`config.mk`:
```
export PLATFORM = sky130hd
export DESIGN_NAME = heading_error_to_target
export DESIGN_NICKNAME = d
export VERILOG_FILES = /design/src/hdl/hete_pkg.sv /design/src/hdl/hete_prep.sv /design/src/hdl/hete_cstage.sv /design/src/hdl/hete_wrap.sv /design/src/hdl/heading_error_to_target.sv
export SDC_FILE = /design/constraint.sdc
export NUM_CORES = 2
export LEC_CHECK = 0
export BUFFER_PORTS_ARGS = -buffer_cell sky130_fd_sc_hd__buf_2
export CORE_MARGIN = 2
export CORE_UTILIZATION = 45
export CTS_CLUSTER_SIZE = 14
export DETAILED_ROUTE_END_ITERATION = 12
export PLACE_DENSITY = 0.64
export SLEW_MARGIN = 20
export SYNTH_ARGS = -nofsm -noshare
export SYNTH_HDL_FRONTEND = slang
export SYNTH_SLANG_ARGS = --single-unit
```
`constraint.sdc`:
```
create_clock -name clk -period 13.2 [get_ports clk]
set_input_delay 2.64 -clock clk [delete_from_list [all_inputs] [get_ports clk]]
set_output_delay 2.64 -clock clk [all_outputs]
set_load 0.05 [all_outputs]
```
`src/hdl/hete_pkg.sv`:
```
// Package for the heading error block: widths, angle constants, CORDIC angle table
// and the pipeline beat type shared by all stages.
// No dependencies.
`default_nettype none

package hete_pkg;

  // Field and internal widths
  localparam int CoordW  = 16;               // Q4.12 coordinate
  localparam int AngW    = 16;               // rad * 8192 on the ports
  localparam int XW      = 20;               // CORDIC vector, covers gain on 17-bit deltas
  localparam int ZW      = 17;               // CORDIC angle accumulator
  localparam int EW      = 18;               // bearing minus heading before wrap

  localparam int CordicStepsDef = 16;
  localparam int AtanLen        = 24;

  typedef logic signed [ZW-1:0] ang_t;

  localparam ang_t AngPi     = ang_t'(25736);
  localparam ang_t AngHalfPi = ang_t'(12868);

  // atan(2^-i) * 8192, rounded to nearest
  localparam ang_t AtanTab [AtanLen] = '{
    ang_t'(6434), ang_t'(3798), ang_t'(2007), ang_t'(1019),
    ang_t'(511),  ang_t'(256),  ang_t'(128),  ang_t'(64),
    ang_t'(32),   ang_t'(16),   ang_t'(8),    ang_t'(4),
    ang_t'(2),    ang_t'(1),    ang_t'(0),    ang_t'(0),
    ang_t'(0),    ang_t'(0),    ang_t'(0),    ang_t'(0),
    ang_t'(0),    ang_t'(0),    ang_t'(0),    ang_t'(0)
  };

  // One beat in flight through the CORDIC stages
  typedef struct packed {
    logic signed [XW-1:0]     x;
    logic signed [XW-1:0]     y;
    ang_t                     z;
    logic                     hold;     // axis or coincident case, z already final
    logic signed [AngW-1:0]   heading;
  } cordic_t;

endpackage

`default_nettype wire

```
`src/hdl/hete_prep.sv`:
```
// Front stage: target minus pose deltas, axis detection, left half plane prerotation.
// Depends on hete_pkg.
`default_nettype none

module hete_prep import hete_pkg::*; (
  input  wire logic                      clk,
  input  wire logic                      rst,
  input  wire logic                      in_valid,
  output logic                           in_ready,
  input  wire logic signed [CoordW-1:0]  cur_x,
  input  wire logic signed [CoordW-1:0]  cur_y,
  input  wire logic signed [AngW-1:0]    cur_heading,
  input  wire logic signed [CoordW-1:0]  tar_x,
  input  wire logic signed [CoordW-1:0]  tar_y,
  output logic                           out_valid,
  input  wire logic                      out_ready,
  output cordic_t                        out_data
);

  logic signed [XW-1:0] dx, dy;
  cordic_t              data_next;
  cordic_t              data;
  logic                 valid;

  // deltas, exact in XW bits
  assign dx = XW'(tar_x) - XW'(cur_x);
  assign dy = XW'(tar_y) - XW'(cur_y);

  // start vector and angle
  always_comb begin
    data_next         = '0;
    data_next.heading = cur_heading;
    if (dx == '0 && dy == '0) begin
      data_next.hold = 1'b1;
      data_next.z    = '0;
    end else if (dx == '0) begin
      data_next.hold = 1'b1;
      data_next.z    = (dy > 0) ? AngHalfPi : -AngHalfPi;
    end else if (dy == '0) begin
      data_next.hold = 1'b1;
      data_next.z    = (dx > 0) ? ang_t'(0) : AngPi;
    end else if (dx < 0) begin
      if (dy > 0) begin
        data_next.x = dy;
        data_next.y = -dx;
        data_next.z = AngHalfPi;
      end else begin
        data_next.x = -dy;
        data_next.y = dx;
        data_next.z = -AngHalfPi;
      end
    end else begin
      data_next.x = dx;
      data_next.y = dy;
      data_next.z = '0;
    end
  end

  assign in_ready = !valid || out_ready;

  // stage register
  always_ff @(posedge clk) begin
    if (rst) begin
      valid <= 1'b0;
    end else if (in_ready) begin
      valid <= in_valid;
    end
  end

  always_ff @(posedge clk) begin
    if (in_ready && in_valid) begin
      data <= data_next;
    end
  end

  assign out_valid = valid;
  assign out_data  = data;

endmodule

`default_nettype wire

```
`src/hdl/hete_cstage.sv`:
```
// One CORDIC vectoring iteration with its own stage register.
// Depends on hete_pkg.
`default_nettype none

module hete_cstage import hete_pkg::*; #(
  parameter int STEP = 0
) (
  input  wire logic    clk,
  input  wire logic    rst,
  input  wire logic    in_valid,
  output logic         in_ready,
  input  wire cordic_t in_data,
  output logic         out_valid,
  input  wire logic    out_ready,
  output cordic_t      out_data
);

  localparam ang_t Ang = AtanTab[STEP];

  logic signed [XW-1:0] xs, ys;
  cordic_t              data_next;
  cordic_t              data;
  logic                 valid;

  // floor shifts
  assign xs = in_data.x >>> STEP;
  assign ys = in_data.y >>> STEP;

  // rotate toward the x axis; held beats pass unchanged
  always_comb begin
    data_next = in_data;
    if (!in_data.hold) begin
      if (in_data.y >= 0) begin
        data_next.x = in_data.x + ys;
        data_next.y = in_data.y - xs;
        data_next.z = in_data.z + Ang;
      end else begin
        data_next.x = in_data.x - ys;
        data_next.y = in_data.y + xs;
        data_next.z = in_data.z - Ang;
      end
    end
  end

  assign in_ready = !valid || out_ready;

  always_ff @(posedge clk) begin
    if (rst) begin
      valid <= 1'b0;
    end else if (in_ready) begin
      valid <= in_valid;
    end
  end

  always_ff @(posedge clk) begin
    if (in_ready && in_valid) begin
      data <= data_next;
    end
  end

  assign out_valid = valid;
  assign out_data  = data;

endmodule

`default_nettype wire

```
`src/hdl/hete_wrap.sv`:
```
// Back stage: bearing saturation, heading subtraction and single wrap into +-pi.
// Depends on hete_pkg.
`default_nettype none

module hete_wrap import hete_pkg::*; (
  input  wire logic                    clk,
  input  wire logic                    rst,
  input  wire logic                    in_valid,
  output logic                         in_ready,
  input  wire cordic_t                 in_data,
  output logic                         out_valid,
  input  wire logic                    out_ready,
  output logic signed [AngW-1:0]       heading_error
);

  localparam logic signed [EW-1:0] PiE    = EW'(AngPi);
  localparam logic signed [EW-1:0] TwoPiE = EW'(AngPi) + EW'(AngPi);

  ang_t                  bearing;
  logic signed [EW-1:0]  diff;
  logic signed [EW-1:0]  err_next;
  logic signed [AngW-1:0] err;
  logic                  valid;

  // saturate CORDIC overshoot
  always_comb begin
    if (in_data.z > AngPi) begin
      bearing = AngPi;
    end else if (in_data.z < -AngPi) begin
      bearing = -AngPi;
    end else begin
      bearing = in_data.z;
    end
  end

  // difference and one wrap step
  assign diff = EW'(bearing) - EW'(in_data.heading);

  always_comb begin
    if (diff > PiE) begin
      err_next = diff - TwoPiE;
    end else if (diff < -PiE) begin
      err_next = diff + TwoPiE;
    end else begin
      err_next = diff;
    end
  end

  assign in_ready = !valid || out_ready;

  always_ff @(posedge clk) begin
    if (rst) begin
      valid <= 1'b0;
    end else if (in_ready) begin
      valid <= in_valid;
    end
  end

  always_ff @(posedge clk) begin
    if (in_ready && in_valid) begin
      err <= err_next[AngW-1:0];
    end
  end

  assign out_valid     = valid;
  assign heading_error = err;

endmodule

`default_nettype wire

```
`src/hdl/heading_error_to_target.sv`:
```
// Top level of the heading error block: prep stage, CORDIC stage chain, wrap stage.
// Depends on hete_pkg, hete_prep, hete_cstage, hete_wrap.
//
//  channel  | signals                                        | dir
//  ---------+------------------------------------------------+-----
//  input    | in_valid, in_ready, cur_x, cur_y, cur_heading, | in
//           | tar_x, tar_y                                   |
//  output   | out_valid, out_ready, heading_error            | out
//
// One beat enters per cycle unless out_ready stalls a full chain; the pipeline is the
// prep stage, one stage per CORDIC iteration and the wrap stage, CORDIC_STEPS capped at 24.
// Each stage has its own valid bit; ready runs back through the chain so an empty
// stage fills even while the output beat waits.
// Synchronous reset clears all valid bits; data registers are not reset.
`default_nettype none

module heading_error_to_target import hete_pkg::*; #(
  parameter int CORDIC_STEPS = CordicStepsDef
) (
  input  wire logic                      clk,
  input  wire logic                      rst,
  input  wire logic                      in_valid,
  output logic                           in_ready,
  input  wire logic signed [CoordW-1:0]  cur_x,
  input  wire logic signed [CoordW-1:0]  cur_y,
  input  wire logic signed [AngW-1:0]    cur_heading,
  input  wire logic signed [CoordW-1:0]  tar_x,
  input  wire logic signed [CoordW-1:0]  tar_y,
  output logic                           out_valid,
  input  wire logic                      out_ready,
  output logic signed [AngW-1:0]         heading_error
);

  localparam int NSteps = (CORDIC_STEPS > AtanLen) ? AtanLen : CORDIC_STEPS;

  logic    c_valid [NSteps+1];
  logic    c_ready [NSteps+1];
  cordic_t c_data  [NSteps+1];

  // front stage
  hete_prep u_prep (
    .clk         (clk),
    .rst         (rst),
    .in_valid    (in_valid),
    .in_ready    (in_ready),
    .cur_x       (cur_x),
    .cur_y       (cur_y),
    .cur_heading (cur_heading),
    .tar_x       (tar_x),
    .tar_y       (tar_y),
    .out_valid   (c_valid[0]),
    .out_ready   (c_ready[0]),
    .out_data    (c_data[0])
  );

  // CORDIC iterations
  for (genvar k = 0; k < NSteps; k++) begin : g_step
    hete_cstage #(.STEP(k)) u_stage (
      .clk       (clk),
      .rst       (rst),
      .in_valid  (c_valid[k]),
      .in_ready  (c_ready[k]),
      .in_data   (c_data[k]),
      .out_valid (c_valid[k+1]),
      .out_ready (c_ready[k+1]),
      .out_data  (c_data[k+1])
    );
  end

  // back stage
  hete_wrap u_wrap (
    .clk           (clk),
    .rst           (rst),
    .in_valid      (c_valid[NSteps]),
    .in_ready      (c_ready[NSteps]),
    .in_data       (c_data[NSteps]),
    .out_valid     (out_valid),
    .out_ready     (out_ready),
    .heading_error (heading_error)
  );

  // result always lands within +-pi
  a_range: assert property (@(posedge clk) disable iff (rst)
    out_valid |-> (heading_error <= AngW'(AngPi) && heading_error >= -AngW'(AngPi)))
    else $error("heading_error outside +-pi");

  // an empty output stage means the whole chain can take a beat
  a_ready: assert property (@(posedge clk) disable iff (rst)
    !out_valid |-> in_ready)
    else $error("input stalled with empty output stage");

  // axis cases leave the chain with an exact axis angle
  a_hold: assert property (@(posedge clk) disable iff (rst)
    (c_valid[NSteps] && c_data[NSteps].hold) |->
      (c_data[NSteps].z == '0 || c_data[NSteps].z == AngHalfPi ||
       c_data[NSteps].z == -AngHalfPi || c_data[NSteps].z == AngPi))
    else $error("held beat lost its axis angle");

endmodule

`default_nettype wire

```
==> results.sh <==
export IMPL_timing_hold_ws_ns=0.410
export IMPL_cts_num_sinks=1104
export IMPL_cts_root_buf="clkbuf_16"
export IMPL_p_seq_share_pct=45.9
export IMPL_multi_input_gate_area_in_the_final_layout_um2=42600
export IMPL_timing_hold_violations_final=0
export IMPL_io_buffers=101
export IMPL_antenna_left=0
export IMPL_max_vdd_ir_drop_uv=136
export IMPL_timing_fmax_mhz=120
export IMPL_setup_viol=0
export IMPL_grt_pass1_vias=54400
export IMPL_cts_max_level=3
export IMPL_maxSlewHeadroom_pct=28.2
export IMPL_worstSetupPathDepth=10
export IMPL_critical_path_class="input pin to output port"
export IMPL_synth_edff_count=1086
export IMPL_crit_family="simple AND/OR/NAND/NOR gates"
export IMPL_final_setup_worst_slack_ns=4.85
export IMPL_ys_dominant_reg_cell="edfxtp_1"
export IMPL_worstSetupStartpoint="out_ready"
export IMPL_timing_max_transition_violations_final=0
export IMPL_layout_worst_path_cycle_share_pct=63.2
export IMPL_rsz_0062_raised_after_global_routing="false"
export IMPL_core_rowCount=152
export IMPL_first_pass_grt_wire_length_mm=285
export IMPL_synth_commonest_cells="1,086 x edfxtp_1, 894 x nand2_1, 838 x o21ai_0"
export IMPL_comb_power_share_pct=14.6
export IMPL_residual_drc=0
export IMPL_clk_insertion_delay_late_ns=0.78
export IMPL_routedWlPerCell_um=17.1
export IMPL_die_area_um2=176000
export IMPL_grt_start_max_net_pins=107
export IMPL_crit_slowest_cell="and3_1"
export IMPL_syn_avg_cell_area_um2=9.86
export IMPL_worstReg2RegEnd="u_wrap.heading_error[7]$_DFFE_PP_"
export IMPL_via_count_normalized_by_instance_count=5.54
export IMPL_internal_power_mw=6.45
export IMPL_fill_cells=15800
export IMPL_crit_path_dat_ns=5.71
export IMPL_topRoutingLayerUsed="met4"
export IMPL_post_cts_resized_instances=0
export IMPL_dp_cells=10100
export IMPL_detailedPlacementHpwl_mm=135
export IMPL_netlist_area_um2=77600
export IMPL_register_area_um2=33000
export IMPL_synthesis_instances=7877
export IMPL_met2RoutedLength_mm=85.6
export IMPL_layout_stage_area_growth_over_the_synthesis_result_pct=9.30
export IMPL_routed_wirelength_mm=177
export IMPL_initial_core_util_pct=45.3
export IMPL_setup_worst_path_end_class="output port"
export IMPL_cts_hold_repair_buffers=0
export IMPL_synth_seq_area_share_pct=42.5
export IMPL_synth_ff_latch_count=1104
export IMPL_clk_network_pwr_share_pct=39.5
export IMPL_switching_share_pct=25.8
export IMPL_max_cap_violations=0
export IMPL_post_synth_top_area_cell="edfxtp_1"
export IMPL_coreArea_um2=172000
export IMPL_critical_path_cell_chain="buf_2, nor2b_1, and2_1, and3_1, and3_1, and3_1, and4_1, and3_1, nand3_1, buf_2"
export IMPL_layout_cells_sized_above_1_pct=5.74
export IMPL_worst_path_buffer_plus_inverter_count=2
export IMPL_yosysWarningCount=0
export IMPL_wl_met3_mm=6.86
export IMPL_layout_min_cycle_time_ns=8.35
export IMPL_r2r_setup_slk_ns=6.61
export IMPL_cp_slowest_stage_delay_ns=0.47
export IMPL_chipHeight_um=419
export IMPL_dp_slack_ns=4.87
export IMPL_synthArstFlopShare_pct=0
export IMPL_num_nets_final=8816
export IMPL_gp_congestion=0.895
export IMPL_floorplan_die_width_um=419
export IMPL_most_frequent_cell_on_critical_path="and3_1"
export IMPL_crit_path_max_fanout=7
export IMPL_global_route_overflow_total=0
export IMPL_dominant_cell_by_count_in_the_synthesized_netlist="edfxtp_1"
export IMPL_outcome="finished clean"
export IMPL_met1Wirelength_mm=79.9
export IMPL_p_sw_mw=2.24
export IMPL_tritoncts_num_buffers=117
export IMPL_fin_util_pct=49.5
export IMPL_timing_hold_worst_class="flip-flop to flip-flop"
export IMPL_detailedRoute_firstIterationViolations=4362
export IMPL_power_density_nw_per_um2=102
export IMPL_timing_rr_start="g_step[15].u_stage.out_data[18]$_DFFE_PP_"
export IMPL_cts_tree="built"
export IMPL_post_layout_nonfiller_instances=10400
export IMPL_synth_area_leaders="edfxtp_1 42%, ha_1 12%, o21ai_0 5.4%"
export IMPL_synth_cell_types=86
export IMPL_measured_slew_at_the_worst_slew_check_pin_ns=1.07
export IMPL_boundaryPins=102
export IMPL_clock_skew_final_ns=0.0898
export IMPL_clk_path_buf_depth=3
export IMPL_track_usage_pct=19.8
export IMPL_worst_ep_required_time_ns=10.56
export IMPL_worst_setup_path_start_kind="input pin"
export IMPL_leakage_nw=33.2
export IMPL_rr_worst_depth=26
export IMPL_via_count=57400
export IMPL_dr_pass1_iters=8
export IMPL_n_antenna_cell=0
export IMPL_clock_transition_time_at_the_flip_flop_clock_pins_of_the_worst_setup_and_hold_paths_ns=0.06
export IMPL_fin_tns_setup_ns=0
export IMPL_grt_antenna_before_repair=2
export IMPL_worst_setup_path_endpoint="in_ready"
export IMPL_post_cts_setup_buffer_count=0
export IMPL_netlist_area_leader_share_pct=42.0
-- through the flow --
| step | area (um2) | power (mW) |
|---|---|---|
| floorplan | 77900 | 5.02 |
| global placement | 80800 | 5.29 |
| detailed placement | 80800 | 5.31 |
| CTS | 84800 | 8.77 |
| global route | 84900 | 9.08 |
| finish | 84900 | 8.69 |
-- worst min path at each step --
stage,from,endpoint,slack [ns],cells after the start
floorplan,u_prep.out_data[0]$_DFFE_PP_,g_step[0].u_stage.out_data[0]$_DFFE_PP_,0.40,0
detailed placement,u_prep.out_data[11]$_DFFE_PP_,g_step[0].u_stage.out_data[11]$_DFFE_PP_,0.40,0
global placement,g_step[13].u_stage.out_data[33]$_DFFE_PP_,g_step[14].u_stage.out_data[33]$_DFFE_PP_,0.40,0
CTS,g_step[9].u_stage.out_data[8]$_DFFE_PP_,g_step[10].u_stage.out_data[8]$_DFFE_PP_,0.41,0
finish,g_step[8].u_stage.out_data[14]$_DFFE_PP_,g_step[9].u_stage.out_data[14]$_DFFE_PP_,0.41,0
global route,g_step[1].u_stage.out_data[13]$_DFFE_PP_,g_step[2].u_stage.out_data[13]$_DFFE_PP_,0.42,0
-- routing by layer --
layer | vias up | global-route usage (%)
met5 | - | 0
li1 | 28900 | -
met4 | 0 | 5.40
met3 | 249 | 2.38
met2 | 1064 | 34.2
met1 | 27200 | 26.3
-- placed cells by master, fill, tap and decap left out, types with 37 or more instances in the layout --
master	instances
edfxtp_1	1086
nand2_1	894
o21ai_0	837
ha_1	742
a21oi_1	553
xnor2_1	454
nor2_1	427
xor2_1	411
inv_1	381
a21o_1	163
nand3_1	160
nor3_1	134
o31ai_1	123
clkbuf_16	117
nand2b_1	115
buf_2	101
nor2b_1	88
or3_1	83
o21bai_1	81
o21a_1	71
mux2_2	65
a211oi_1	62
conb_1	58
a31oi_1	57
and3_1	50
mux2i_1	47
buf_4	45
o41ai_1	42
nor4_1	41
fa_1	41
and2_1	37
-- logic make-up (layout without fill, tap and decap cells) --
family,count (synthesis),count (layout),share of synthesized area (%)
compound gates,2225,2225,17.4
xor+xnor,865,865,9.76
fa+ha+maj,783,783,13.0
buf+inv,638,752,3.10
flops,1104,1104,42.5
mux,112,112,1.55
other cells,1,58,0.00483
simple gates,2149,2149,12.8
-- flip-flops by register name, indices dropped and copies added, names as in the netlist --
signal                    cells
g_step.u_stage.out_valid     16
g_step.u_stage.out_data    1008
u_wrap.out_valid              1
u_prep.out_valid              1
u_prep.out_data              62
u_wrap.heading_error         16
-- power groups by stage --
stage / clock [mW] / sequential [mW] / combinational [mW]
2_1_floorplan: 0 / 4.03 / 0.990
3_3_place_gp: 0 / 4.06 / 1.23
3_5_place_dp: 0 / 4.06 / 1.25
4_1_cts: 3.53 / 3.99 / 1.26
5_1_grt: 3.66 / 3.99 / 1.43
6_report: 3.43 / 3.99 / 1.27
-- cell type report --
type / count / share of cell area [%]
Clock inverter: 82 / 1.23
Sequential cell: 1104 / 38.9
Timing Repair Buffer: 147 / 1.03
Tap cell: 2310 / 3.41
Multi-Input combinational cell: 6192 / 50.2
Clock buffer: 136 / 3.53
Inverter: 387 / 1.71
-- worst register-to-register path, delay by kind of cell, from the launching register on --
kind / cells / cell delay [ns]
mux: 1 / 0.33
flops: 1 / 0.39
fa+ha+maj: 2 / 0.45
simple gates: 9 / 1.52
xor+xnor: 2 / 0.51
compound gates: 10 / 2.92
buf+inv: 2 / 0.25
(Power assumes the default switching activity.)
